[src/rtl/tcc_pkg.sv]
// Shared types and constants of the text command calculator.
package tcc_pkg;

    localparam int VALUE_BITS = 32;
    localparam int CHAR_W     = 8;
    localparam int RESULT_W   = 32;
    localparam int STATUS_W   = 2;
    localparam int DIV_CNT_W  = $clog2(VALUE_BITS);

    localparam logic [STATUS_W-1:0] ST_OK      = 2'd0;
    localparam logic [STATUS_W-1:0] ST_UNKNOWN = 2'd1;
    localparam logic [STATUS_W-1:0] ST_DIVZERO = 2'd2;

    typedef enum logic [2:0] {
        OP_NONE,
        OP_ADD,
        OP_MUL,
        OP_SUB,
        OP_DIV
    } op_t;

    typedef enum logic [2:0] {
        SEL_ADD,
        SEL_SUB,
        SEL_PROD,
        SEL_QUOT,
        SEL_UNKNOWN,
        SEL_DIVZERO
    } res_sel_t;

    // controller -> datapath
    typedef struct packed {
        logic     keep_letter;
        logic     acc_first;
        logic     acc_second;
        logic     clear;
        logic     mul_capture;
        logic     div_start;
        logic     div_step;
        logic     res_load;
        res_sel_t res_sel;
        logic     out_load;
    } tcc_cmd_t;

    // datapath -> controller
    typedef struct packed {
        logic is_space;
        op_t  op;
        logic divisor_zero;
    } tcc_sts_t;

endpackage

[src/rtl/tcc_datapath.sv]
// Datapath: command letters, operand accumulators, multiplier, divider, result registers.
module tcc_datapath (
    input  logic                            aclk,
    input  logic                            aresetn,
    input  logic [tcc_pkg::CHAR_W-1:0]      character,
    input  tcc_pkg::tcc_cmd_t               cmd,
    output tcc_pkg::tcc_sts_t               sts,
    output logic [tcc_pkg::RESULT_W-1:0]    out_result,
    output logic [tcc_pkg::STATUS_W-1:0]    out_status
);

    localparam int VB = tcc_pkg::VALUE_BITS;
    localparam logic [tcc_pkg::CHAR_W-1:0] CH_SPACE = 8'd32;
    localparam logic [tcc_pkg::CHAR_W-1:0] CH_ZERO  = 8'd48;
    localparam logic [23:0] NAME_ADD = "add";
    localparam logic [23:0] NAME_MUL = "mul";
    localparam logic [23:0] NAME_SUB = "sub";
    localparam logic [23:0] NAME_DIV = "div";

    function automatic logic [7:0] fold(input logic [7:0] c);
        fold = (c >= 8'h41 && c <= 8'h5A) ? (c | 8'h20) : c;
    endfunction

    function automatic logic [VB-1:0] accumulate(input logic [VB-1:0] v,
                                                input logic [7:0] c);
        accumulate = (v << 3) + (v << 1) + VB'(c) - VB'(CH_ZERO);
    endfunction

    function automatic logic [VB-1:0] magnitude(input logic [VB-1:0] v);
        magnitude = v[VB-1] ? (~v + VB'(1)) : v;
    endfunction

    logic [7:0]    letters_reg [4];
    logic [2:0]    length_reg;
    logic [VB-1:0] first_reg;
    logic [VB-1:0] second_reg;
    logic [VB-1:0] prod_reg;
    logic [VB-1:0] rem_reg;
    logic [VB-1:0] quo_reg;
    logic [VB-1:0] dvs_reg;
    logic          neg_reg;
    logic [VB-1:0] res_reg;
    logic [tcc_pkg::STATUS_W-1:0] res_status_reg;
    logic [tcc_pkg::RESULT_W-1:0] out_result_reg;
    logic [tcc_pkg::STATUS_W-1:0] out_status_reg;

    logic [23:0]   word;
    logic [VB:0]   rem_shift;
    logic [VB:0]   trial;

    assign word = {fold(letters_reg[0]), fold(letters_reg[1]), fold(letters_reg[2])};

    always_comb begin
        sts.is_space     = (character == CH_SPACE);
        sts.divisor_zero = (second_reg == '0);
        sts.op           = tcc_pkg::OP_NONE;
        if (length_reg == 3'd3) begin
            if (word == NAME_ADD) begin
                sts.op = tcc_pkg::OP_ADD;
            end else if (word == NAME_MUL) begin
                sts.op = tcc_pkg::OP_MUL;
            end else if (word == NAME_SUB) begin
                sts.op = tcc_pkg::OP_SUB;
            end else if (word == NAME_DIV) begin
                sts.op = tcc_pkg::OP_DIV;
            end
        end
    end

    // restoring divider, one quotient bit per step; remainder stays below the divisor
    assign rem_shift = {rem_reg, quo_reg[VB-1]};
    assign trial     = rem_shift - {1'b0, dvs_reg};

    // parse state
    always_ff @(posedge aclk) begin
        if (!aresetn || cmd.clear) begin
            for (int i = 0; i < 4; i++) begin
                letters_reg[i] <= '0;
            end
            length_reg <= '0;
            first_reg  <= '0;
            second_reg <= '0;
        end else begin
            if (cmd.keep_letter && length_reg < 3'd4) begin
                letters_reg[length_reg[1:0]] <= character;
                length_reg                   <= length_reg + 3'd1;
            end
            if (cmd.acc_first) begin
                first_reg <= accumulate(first_reg, character);
            end
            if (cmd.acc_second) begin
                second_reg <= accumulate(second_reg, character);
            end
        end
    end

    // arithmetic and result payload
    always_ff @(posedge aclk) begin
        if (cmd.mul_capture) begin
            prod_reg <= first_reg * second_reg;
        end
        if (cmd.div_start) begin
            rem_reg <= '0;
            quo_reg <= magnitude(first_reg);
            dvs_reg <= magnitude(second_reg);
            neg_reg <= first_reg[VB-1] ^ second_reg[VB-1];
        end else if (cmd.div_step) begin
            if (!trial[VB]) begin
                rem_reg <= trial[VB-1:0];
                quo_reg <= {quo_reg[VB-2:0], 1'b1};
            end else begin
                rem_reg <= rem_shift[VB-1:0];
                quo_reg <= {quo_reg[VB-2:0], 1'b0};
            end
        end
        if (cmd.res_load) begin
            case (cmd.res_sel)
                tcc_pkg::SEL_ADD: begin
                    res_reg        <= first_reg + second_reg;
                    res_status_reg <= tcc_pkg::ST_OK;
                end
                tcc_pkg::SEL_SUB: begin
                    res_reg        <= first_reg - second_reg;
                    res_status_reg <= tcc_pkg::ST_OK;
                end
                tcc_pkg::SEL_PROD: begin
                    res_reg        <= prod_reg;
                    res_status_reg <= tcc_pkg::ST_OK;
                end
                tcc_pkg::SEL_QUOT: begin
                    res_reg        <= neg_reg ? (~quo_reg + VB'(1)) : quo_reg;
                    res_status_reg <= tcc_pkg::ST_OK;
                end
                tcc_pkg::SEL_DIVZERO: begin
                    res_reg        <= '0;
                    res_status_reg <= tcc_pkg::ST_DIVZERO;
                end
                default: begin
                    res_reg        <= '0;
                    res_status_reg <= tcc_pkg::ST_UNKNOWN;
                end
            endcase
        end
        if (cmd.out_load) begin
            out_result_reg <= tcc_pkg::RESULT_W'(res_reg);
            out_status_reg <= res_status_reg;
        end
    end

    assign out_result = out_result_reg;
    assign out_status = out_status_reg;

endmodule

[src/rtl/tcc_controller.sv]
// Controller: line parsing phases and evaluation sequencing.
module tcc_controller (
    input  logic                aclk,
    input  logic                aresetn,
    input  logic                s_tvalid,
    input  logic                s_tlast,
    output logic                s_tready,
    output logic                m_tvalid,
    input  logic                m_tready,
    input  tcc_pkg::tcc_sts_t   sts,
    output tcc_pkg::tcc_cmd_t   cmd
);

    typedef enum logic [2:0] {
        S_PARSE,
        S_EXEC,
        S_MUL,
        S_DIV,
        S_DIVFIN,
        S_DONE
    } state_t;

    typedef enum logic [2:0] {
        PH_LEAD,
        PH_CMD,
        PH_GAP1,
        PH_OP1,
        PH_GAP2,
        PH_OP2,
        PH_REST
    } phase_t;

    state_t state_reg, state_next;
    phase_t phase_reg, phase_next;
    logic [tcc_pkg::DIV_CNT_W-1:0] cnt_reg, cnt_next;
    logic m_tvalid_reg, m_tvalid_next;
    logic accept;
    logic slot_free;

    assign s_tready  = (state_reg == S_PARSE);
    assign m_tvalid  = m_tvalid_reg;
    assign accept    = s_tvalid && s_tready;
    assign slot_free = !m_tvalid_reg || m_tready;

    always_comb begin
        state_next    = state_reg;
        phase_next    = phase_reg;
        cnt_next      = cnt_reg;
        m_tvalid_next = m_tvalid_reg && !m_tready;
        cmd           = '0;
        cmd.res_sel   = tcc_pkg::SEL_UNKNOWN;

        case (state_reg)
            S_PARSE: begin
                if (accept) begin
                    case (phase_reg)
                        PH_LEAD: begin
                            if (!sts.is_space) begin
                                phase_next      = PH_CMD;
                                cmd.keep_letter = 1'b1;
                            end
                        end
                        PH_CMD: begin
                            if (sts.is_space) begin
                                phase_next = PH_GAP1;
                            end else begin
                                cmd.keep_letter = 1'b1;
                            end
                        end
                        PH_GAP1: begin
                            if (!sts.is_space) begin
                                phase_next    = PH_OP1;
                                cmd.acc_first = 1'b1;
                            end
                        end
                        PH_OP1: begin
                            if (sts.is_space) begin
                                phase_next = PH_GAP2;
                            end else begin
                                cmd.acc_first = 1'b1;
                            end
                        end
                        PH_GAP2: begin
                            if (!sts.is_space) begin
                                phase_next     = PH_OP2;
                                cmd.acc_second = 1'b1;
                            end
                        end
                        PH_OP2: begin
                            if (sts.is_space) begin
                                phase_next = PH_REST;
                            end else begin
                                cmd.acc_second = 1'b1;
                            end
                        end
                        default: begin
                            phase_next = PH_REST;
                        end
                    endcase
                    if (s_tlast) begin
                        phase_next = PH_LEAD;
                        state_next = S_EXEC;
                    end
                end
            end
            S_EXEC: begin
                case (sts.op)
                    tcc_pkg::OP_ADD: begin
                        cmd.res_load = 1'b1;
                        cmd.res_sel  = tcc_pkg::SEL_ADD;
                        state_next   = S_DONE;
                    end
                    tcc_pkg::OP_SUB: begin
                        cmd.res_load = 1'b1;
                        cmd.res_sel  = tcc_pkg::SEL_SUB;
                        state_next   = S_DONE;
                    end
                    tcc_pkg::OP_MUL: begin
                        cmd.mul_capture = 1'b1;
                        state_next      = S_MUL;
                    end
                    tcc_pkg::OP_DIV: begin
                        if (sts.divisor_zero) begin
                            cmd.res_load = 1'b1;
                            cmd.res_sel  = tcc_pkg::SEL_DIVZERO;
                            state_next   = S_DONE;
                        end else begin
                            cmd.div_start = 1'b1;
                            cnt_next      = tcc_pkg::DIV_CNT_W'(tcc_pkg::VALUE_BITS - 1);
                            state_next    = S_DIV;
                        end
                    end
                    default: begin
                        cmd.res_load = 1'b1;
                        cmd.res_sel  = tcc_pkg::SEL_UNKNOWN;
                        state_next   = S_DONE;
                    end
                endcase
            end
            S_MUL: begin
                cmd.res_load = 1'b1;
                cmd.res_sel  = tcc_pkg::SEL_PROD;
                state_next   = S_DONE;
            end
            S_DIV: begin
                cmd.div_step = 1'b1;
                cnt_next     = cnt_reg - tcc_pkg::DIV_CNT_W'(1);
                if (cnt_reg == '0) begin
                    state_next = S_DIVFIN;
                end
            end
            S_DIVFIN: begin
                cmd.res_load = 1'b1;
                cmd.res_sel  = tcc_pkg::SEL_QUOT;
                state_next   = S_DONE;
            end
            S_DONE: begin
                if (slot_free) begin
                    cmd.out_load  = 1'b1;
                    cmd.clear     = 1'b1;
                    m_tvalid_next = 1'b1;
                    state_next    = S_PARSE;
                end
            end
            default: begin
                state_next = S_PARSE;
            end
        endcase
    end

    always_ff @(posedge aclk) begin
        if (!aresetn) begin
            state_reg    <= S_PARSE;
            phase_reg    <= PH_LEAD;
            cnt_reg      <= '0;
            m_tvalid_reg <= 1'b0;
        end else begin
            state_reg    <= state_next;
            phase_reg    <= phase_next;
            cnt_reg      <= cnt_next;
            m_tvalid_reg <= m_tvalid_next;
        end
    end

endmodule

[src/rtl/text_command_calculator.sv]
// Top level of the text command calculator: "cmd a b" line in, one result per line out.
// Throughput: one character per cycle while a line is parsed; s_tready drops after the last one.
// After the last character, S_EXEC loads the result of add, sub, unknown command and divide by
// zero, S_MUL that of mul, S_DIVFIN that of div after the one-bit-per-cycle restoring divider
// in S_DIV; S_DONE raises m_tvalid. A waiting result does not block parsing of the next line.
// Reset: aresetn synchronous, active low; clears the phase, command letters, operands, m_tvalid.
module text_command_calculator (
    input  logic        aclk,
    input  logic        aresetn,
    // input stream
    input  logic        s_tvalid,
    output logic        s_tready,
    input  logic [7:0]  s_tdata,   // [7:0] character
    input  logic        s_tlast,   // last character of the line
    // result stream
    output logic        m_tvalid,
    input  logic        m_tready,
    output logic [31:0] m_tdata,   // [31:0] result (signed)
    output logic [1:0]  m_tuser    // [1:0] status: ok, unknown command, divide by zero
);

    tcc_pkg::tcc_cmd_t cmd;
    tcc_pkg::tcc_sts_t sts;

    // FSM: phase tracking on each transaction, then the evaluation sequence
    tcc_controller u_ctrl (
        .aclk     (aclk),
        .aresetn  (aresetn),
        .s_tvalid (s_tvalid),
        .s_tlast  (s_tlast),
        .s_tready (s_tready),
        .m_tvalid (m_tvalid),
        .m_tready (m_tready),
        .sts      (sts),
        .cmd      (cmd)
    );

    // letters, operands, multiplier, divider and the output register
    tcc_datapath u_dp (
        .aclk       (aclk),
        .aresetn    (aresetn),
        .character  (s_tdata),
        .cmd        (cmd),
        .sts        (sts),
        .out_result (m_tdata),
        .out_status (m_tuser)
    );

    // the block takes no character while a line is being evaluated
    a_busy_after_last: assert property (@(posedge aclk) disable iff (!aresetn)
        (s_tvalid && s_tready && s_tlast) |=> !s_tready)
        else $error("input accepted during evaluation");

    // status code 3 is never produced
    a_status_code: assert property (@(posedge aclk) disable iff (!aresetn)
        m_tvalid |-> (m_tuser != 2'd3))
        else $error("invalid status code");

    // error results carry a zero value
    a_error_zero: assert property (@(posedge aclk) disable iff (!aresetn)
        (m_tvalid && (m_tuser == tcc_pkg::ST_UNKNOWN || m_tuser == tcc_pkg::ST_DIVZERO))
        |-> (m_tdata == '0))
        else $error("non-zero result with error status");

endmodule
[config.mk]
export PLATFORM = sky130hd
export DESIGN_NAME = text_command_calculator
export DESIGN_NICKNAME = d
export VERILOG_FILES = /design/src/rtl/tcc_pkg.sv /design/src/rtl/tcc_datapath.sv /design/src/rtl/tcc_controller.sv /design/src/rtl/text_command_calculator.sv
export SDC_FILE = /design/constraint.sdc
export NUM_CORES = 2
export LEC_CHECK = 0
export ABC_AREA = 0
export BUFFER_PORTS_ARGS = -buffer_cell sky130_fd_sc_hd__buf_2
export CORE_MARGIN = 2
export CORE_UTILIZATION = 45
export DETAILED_ROUTE_END_ITERATION = 10
export SYNTH_ARGS = -nofsm -noshare
export SYNTH_HDL_FRONTEND = slang
export SYNTH_SLANG_ARGS = --single-unit
[constraint.sdc]
create_clock -name aclk -period 12.86 [get_ports aclk]
set_input_delay 1.286 -clock aclk [delete_from_list [all_inputs] [get_ports aclk]]
set_output_delay 1.286 -clock aclk [all_outputs]
set_load 0.02 [all_outputs]
==> Word level (Yosys, flattened, before mapping) <==
Memory sizes are Yosys's and may differ from the RTL's.
Cells that the tools add are included.
{ "op_classes": {"add_sub_neg": 14, "mul": 1, "n_lt_le_gt_ge": 7, "n_eq_ne": 36, "n_mux": 61, "bitwise_logic": 4, "reduce_logical": 27} }
{ "ops": {"columns": ["operator", "n"], "rows": [
  ["2-to-1 mux 32 bit", 5],
  ["case mux 32 bit (4 select lines)", 1],
  ["adder 32 x 1 -> 32 bit, second input constant", 3],
  ["adder 32 bit", 3],
  ["equality test 24 x 23 -> 1 bit, second input constant", 4],
  ["inverter 32 bit", 3],
  ["adder 32 x 8 -> 32 bit", 2],
  ["subtractor 32 x 6 -> 32 bit, second input constant", 2],
  ["2-to-1 mux 3 bit", 19],
  ["subtractor 33 x 32 -> 33 bit", 1],
  ["zero test 32 bit", 1],
  ["multiplier 32 x 32 -> 32 bit", 1],
  ["subtractor 32 bit", 1],
  ["2-to-1 mux 31 bit", 1],
  ["equality test 3 x 2 -> 1 bit, second input constant", 9],
  ["greater-or-equal comparator 8 x 7 -> 1 bit, second input constant", 3],
  ["less-or-equal comparator 8 x 7 -> 1 bit, second input constant", 3],
  ["2-to-1 mux 1 bit", 19],
  ["equality test 3 bit, second input constant", 6],
  ["2-to-1 mux 6 bit", 3],
  ["case mux 3 bit (6 select lines)", 1],
  ["case mux 4 bit (4 select lines)", 1],
  ["case mux 3 bit (5 select lines)", 1],
  ["equality test 3 x 1 -> 1 bit, second input constant", 4],
  ["other kinds (29)", 53]
]} }
{ "word_totals": {"regBits": 276, "ramBits": 32, "in_bits": 13, "out_inout_bits": 36, "n_memories": 1} }
{ "mem_list": {"columns": ["memory", "words", "width", "read_ports", "rd_ports_with_merged_regs", "write_ports", "line", "rtl"], "rows": [
  ["u_dp.letters_reg", 4, 8, 3, 0, 4, "tcc_datapath.sv:33", "logic [7:0] letters_reg [4];"]
]} }

==> Longest topological paths before layout <==
An unclocked memory read counts as a cell.
{ "logic_depth": {"depth_word": 16, "ltp_mapped": 29} }

==> Cells and area by module <==
A second synthesis with hierarchy kept.
{ "hier_totals": {"hier_cells": 4199, "area_unflattened_um2": 37332.1} }
{ "by_module_without_submodules": {"columns": ["module", "instances", "cells_each", "area_each_um2"], "rows": [
  ["tcc_datapath", 1, 4099, 36528.8],
  ["tcc_controller", 1, 100, 803.3]
]} }

==> Least setup slack after synthesis <==
OpenSTA, ideal clock, no wires.
{ "synth_timing": {"path_kind": "flip-flop to flip-flop", "from": "reg u_dp.second_reg[3]", "to": "reg u_dp.prod_reg[30] (data pin)", "setup_time_ns": 0.258, "arrival_ns": 6.985, "required_ns": 12.602, "slack_ns": 5.617, "stages_incl_launch_ff": 29, "n_path_buf": 2, "path_cell_list": "dfxtp_1 > clkbuf_1 > clkbuf_1 > nand2_1 > fa_1 > inv_1 > fa_1 > inv_1 > fa_1 > inv_1 > fa_1 > inv_1 > fa_1 > inv_1 > fa_1 > fa_1 > inv_1 > fa_1 > inv_1 > ha_1 > a21oi_1 > o21ai_0 > a221oi_1 > o21ai_0 > o21ai_0 > a21boi_0 > a21o_1 > a21oi_1 > xnor2_1"} }
{ "synth_between": {"elab_chain_cells": 1} }
{ "synth_lines": {"columns": ["element", "line", "rtl"], "rows": [
  ["start: declaration", "tcc_datapath.sv:36", "logic [VB-1:0] second_reg;"],
  ["start signal: assignment", "tcc_datapath.sv:92", "second_reg <= accumulate(second_reg, character);"],
  ["multiplier 32 x 32 -> 32 bit", "tcc_datapath.sv:100", "prod_reg <= first_reg * second_reg;"],
  ["end signal: assignment", "tcc_datapath.sv:100", null],
  ["end: declaration", "tcc_datapath.sv:37", "logic [VB-1:0] prod_reg;"]
]} }
No other way between the ends.
A chain may end at the register's enable or synchronous reset.

==> Final worst setup path <==
{ "layout_timing": {"from": "reg u_dp.first_reg[8]", "to": "reg u_dp.prod_reg[31] (data pin)"} }
{ "layout_between": {"elab_chain_cells": 1} }
{ "layout_lines": {"columns": ["element", "line", "rtl"], "rows": [
  ["start: declaration", "tcc_datapath.sv:35", "logic [VB-1:0] first_reg;"],
  ["start signal: assignment", "tcc_datapath.sv:89", "first_reg <= accumulate(first_reg, character);"],
  ["multiplier 32 x 32 -> 32 bit", "tcc_datapath.sv:100", null]
]} }
No other way between the ends.

==> flow_metrics.py <==
metrics = {
    "synthesis": {
        "synth-simple-area-share_pct": 15.11,
        "synth_most_common_cell": "inv_1",
        "synth_top_area_share_pct": 22.81,
        "ys.warnings.count": 0,
        "synth.area.mux_share_pct": 1.007,
        "synthTopCellsByArea": "fa_1 (23%), edfxtp_1 (15%), ha_1 (12%), inv_1 (7.2%), nand2_1 (6.4%)",
        "synth_seq_area_share_pct": 21.33,
        "synth_cells": 4236,
        "synth_compound_area_share_pct": 11.08,
        "synth_area_um2": 37030,
        "yosys.area.top_type": "fa_1",
        "synthAdderAreaFrac_pct": 34.97,
        "syn_avg_cell_area_um2": 8.743,
        "ys_ff_latch": 300,
        "synth_common_cells": "inv_1 (713), nand2_1 (627), fa_1 (422)",
        "synth_top_family_by_area": "adder cells",
        "synthXorXnorAreaFrac_pct": 7.118,
        "yosysUniqueCellTypes": 83,
        "synthArstFlopShare_pct": 0,
        "synth_flop_cell": "edfxtp_1",
        "synth_edf_count": 189,
        "synth_nets": 5031,
    },
    "routing": {
        "routed_wl_mm": 118.1,
        "via_count": 29860,
        "ant_nets": 0,
        "drt-pass1-iter-count": 6,
        "via_per_inst": 5.617,
        "first_iter_violations": 2517,
        "drc": 0,
        "wl_per_cell_um": 22.21,
    },
    "worst_setup_path": {
        "r2r_setup_slack_ps": 4830,
        "arrival_ps": 8330,
        "crit_path_start_kind": "flip-flop",
        "reg2reg_depth": 23,
        "reg2reg_to": "u_dp.prod_reg[31]",
        "required_ps": 13170,
        "crit_type": "reg2reg",
        "cp-end-kind": "flip-flop",
        "rr_startpoint": "u_dp.first_reg[8]",
        "cp_max_fo": 19,
    },
    "sta": {
        "setup_ws_ps": 4834,
        "tightest_slew_ps": 1091,
        "setup_viol": 0,
        "fin_crit_ps": 8026,
        "fmax_mhz": 124.6,
        "period_share_pct": 62.41,
        "skew_ps": 30.02,
        "rsz0062_at_grt": "no",
        "drv_slew": 0,
        "slew-limit-headroom_pct": 26.61,
        "final-hold-violation-count": 0,
        "fin_tns_setup_ps": 0,
    },
    "cts": {
        "cts_setup_buffers": 0,
        "cts_tree": "built",
        "htreeDepth": 2,
        "numCtsBuffers": 39,
        "postCtsResizedCells": 0,
        "cts_hold_buf": 0,
        "clkSlewWorstSetupHoldPaths_ps": 60,
        "clock_sinks": 300,
        "clkLatencyLatePin_ps": 590,
        "cts_root_buffer": "clkbuf_16",
        "cts.path.max_buffers": 3,
    },
    "cells_and_area": {
        "antenna_cells": 0,
        "utilization_pct": 48.82,
        "final_nets": 5010,
        "syn_to_final_growth_pct": 7.730,
        "drive_gt1_share_pct": 5.582,
        "fin_cells": 5316,
    },
    "global_route": {
        "overflow": 0,
        "grt_pass1_wl_mm": 180.2,
        "grt_pass1_vias": 29630,
        "antenna_found_initial": 3,
        "grt_use_total_pct": 28.10,
        "grt_max_degree": 64,
    },
    "pwr": {
        "powerDensity_nw_per_um2": 64.06,
        "finalPower_mw": 2.556,
        "p_leak_nw": 18.25,
        "peakVddDrop_mv": 0.09144,
    },
    "floorplanning": {
        "die_area_um2": 84610,
        "fp.dieW_um": 290.9,
        "row_count": 105,
        "start_util_pct": 45.32,
        "core_area_um2": 81720,
        "io_pins": 49,
        "die_h_um": 290.9,
    },
    "min_path": {
        "hold_end": "u_dp.out_result[6]",
        "whs_path_depth": 0,
        "hold_path_startpoint": "u_dp.res_reg[6]",
        "hp-class": "reg2reg",
    },
    "status": {
        "status": "finished, final reports clean",
    },
    "place": {
        "placed_cells": 5244,
        "io_buffer_count": 48,
        "pre_cts_slack_ps": 4971,
        "dp_hpwl_mm": 88.56,
        "place.gp.congestion": 0.9893,
    },
    "job": {
        "cap_violations": 0,
    },
}
-- critical path, stage by stage, from the launching register on --
cell and delay (ps):
dfxtp_1 410, buf_4 410, clkinv_1 650, nor2_1 350, fa_1 440, fa_1 470
fa_1 550, ha_1 220, ha_1 290, inv_1 50, fa_1 470, inv_1 50
fa_1 440, ha_1 230, or3_1 410, a21oi_1 180, o31ai_1 150, a2111oi_2 460
nor3_1 150, o41ai_2 600, o21ai_1 220, o21ai_1 280, o21ai_1 120, xnor2_1 130
-- logic make-up after synthesis --
kind of cell,after synthesis
mux,37
xor+xnor,301
flops,300
fa+ha+maj,782
simple gates,1247
compound gates,650
buf+inv,919
-- routing by layer --
metal	GRT usage (%)	vias to the layer above	share of wire, %
met1	37.65	14610	42
met5	0	-	0.011
met2	43.56	1275	44
li1	-	13650	-
met4	13.84	2	5.9
met3	5.520	318	8.7
-- power breakdown --
| group | switching, mW | total, mW | internal (mW) |
|---|---|---|---|
| Sequential | 0.0140 | 1.05 | 1.04 |
| Combinational | 0.184 | 0.292 | 0.107 |
| Clock | 0.485 | 1.21 | 0.725 |
-- cell usage in the layout, fill, tap and decap left out, types with 11 or more instances in the layout --
cell type  netlist  routed
nor4_1          22      22
buf_4            0      72
nor2b_1         22      21
xor2_1          60      59
dfxtp_1        111     111
or3_1           19      19
o31ai_1         29      29
o21bai_1        19      19
fa_1           422     422
clkinv_1        21      22
o21a_1          20      20
nand3_1         71      70
a211oi_1        15      15
a21boi_0        11      11
mux2i_1         35      35
inv_1          713     713
o21ai_0        150     150
nand4_1         18      18
nor2_1         269     267
nand2_1        627     627
o41ai_1         12      12
and3_1          13      13
clkbuf_16        0      39
a21oi_1        171     171
xnor2_1        241     241
and2_1          48      47
a21o_1          57      57
a22oi_1         23      23
or4_1           14      14
ha_1           360     360
nor3_1          43      43
nand2b_1        28      27
buf_2           16      48
edfxtp_1       189     189
o21ai_1         52      52
a31oi_1         18      18
-- through the flow --
step | hold slack (ps) | cell area (um2)
final | 401.9 | 39900
after global routing | 403.3 | 39900
after CTS | 395.6 | 39900
after detailed placement | 404.5 | 38500
after global placement | 402.6 | 38500
after floorplan | 400.3 | 37030
-- final cells by class --
cell class | count | area (um2)
sequential | 300 | 7898
multi-input combinational | 3017 | 25720
timing repair buffer | 120 | 780.7
clock inverter | 23 | 351.6
fill | 7838 | 41820
clock buffer | 49 | 1044
tap | 1070 | 1339
inverter | 737 | 2766
-- worst max-delay path by stage --
stage | depth (start not counted) | slack, ps | end | start
detailed placement | 23 | 4970 | u_dp.prod_reg[31] | u_dp.first_reg[8]
global route | 23 | 4420 | u_dp.prod_reg[30] | u_dp.first_reg[8]
global placement | 25 | 5090 | u_dp.prod_reg[31] | u_dp.second_reg[5]
CTS | 25 | 4920 | u_dp.prod_reg[31] | u_dp.second_reg[5]
floorplan | 28 | 5620 | u_dp.prod_reg[30] | u_dp.second_reg[3]
finish | 23 | 4830 | u_dp.prod_reg[31] | u_dp.first_reg[8]
Power figures use the tool's default switching activity.
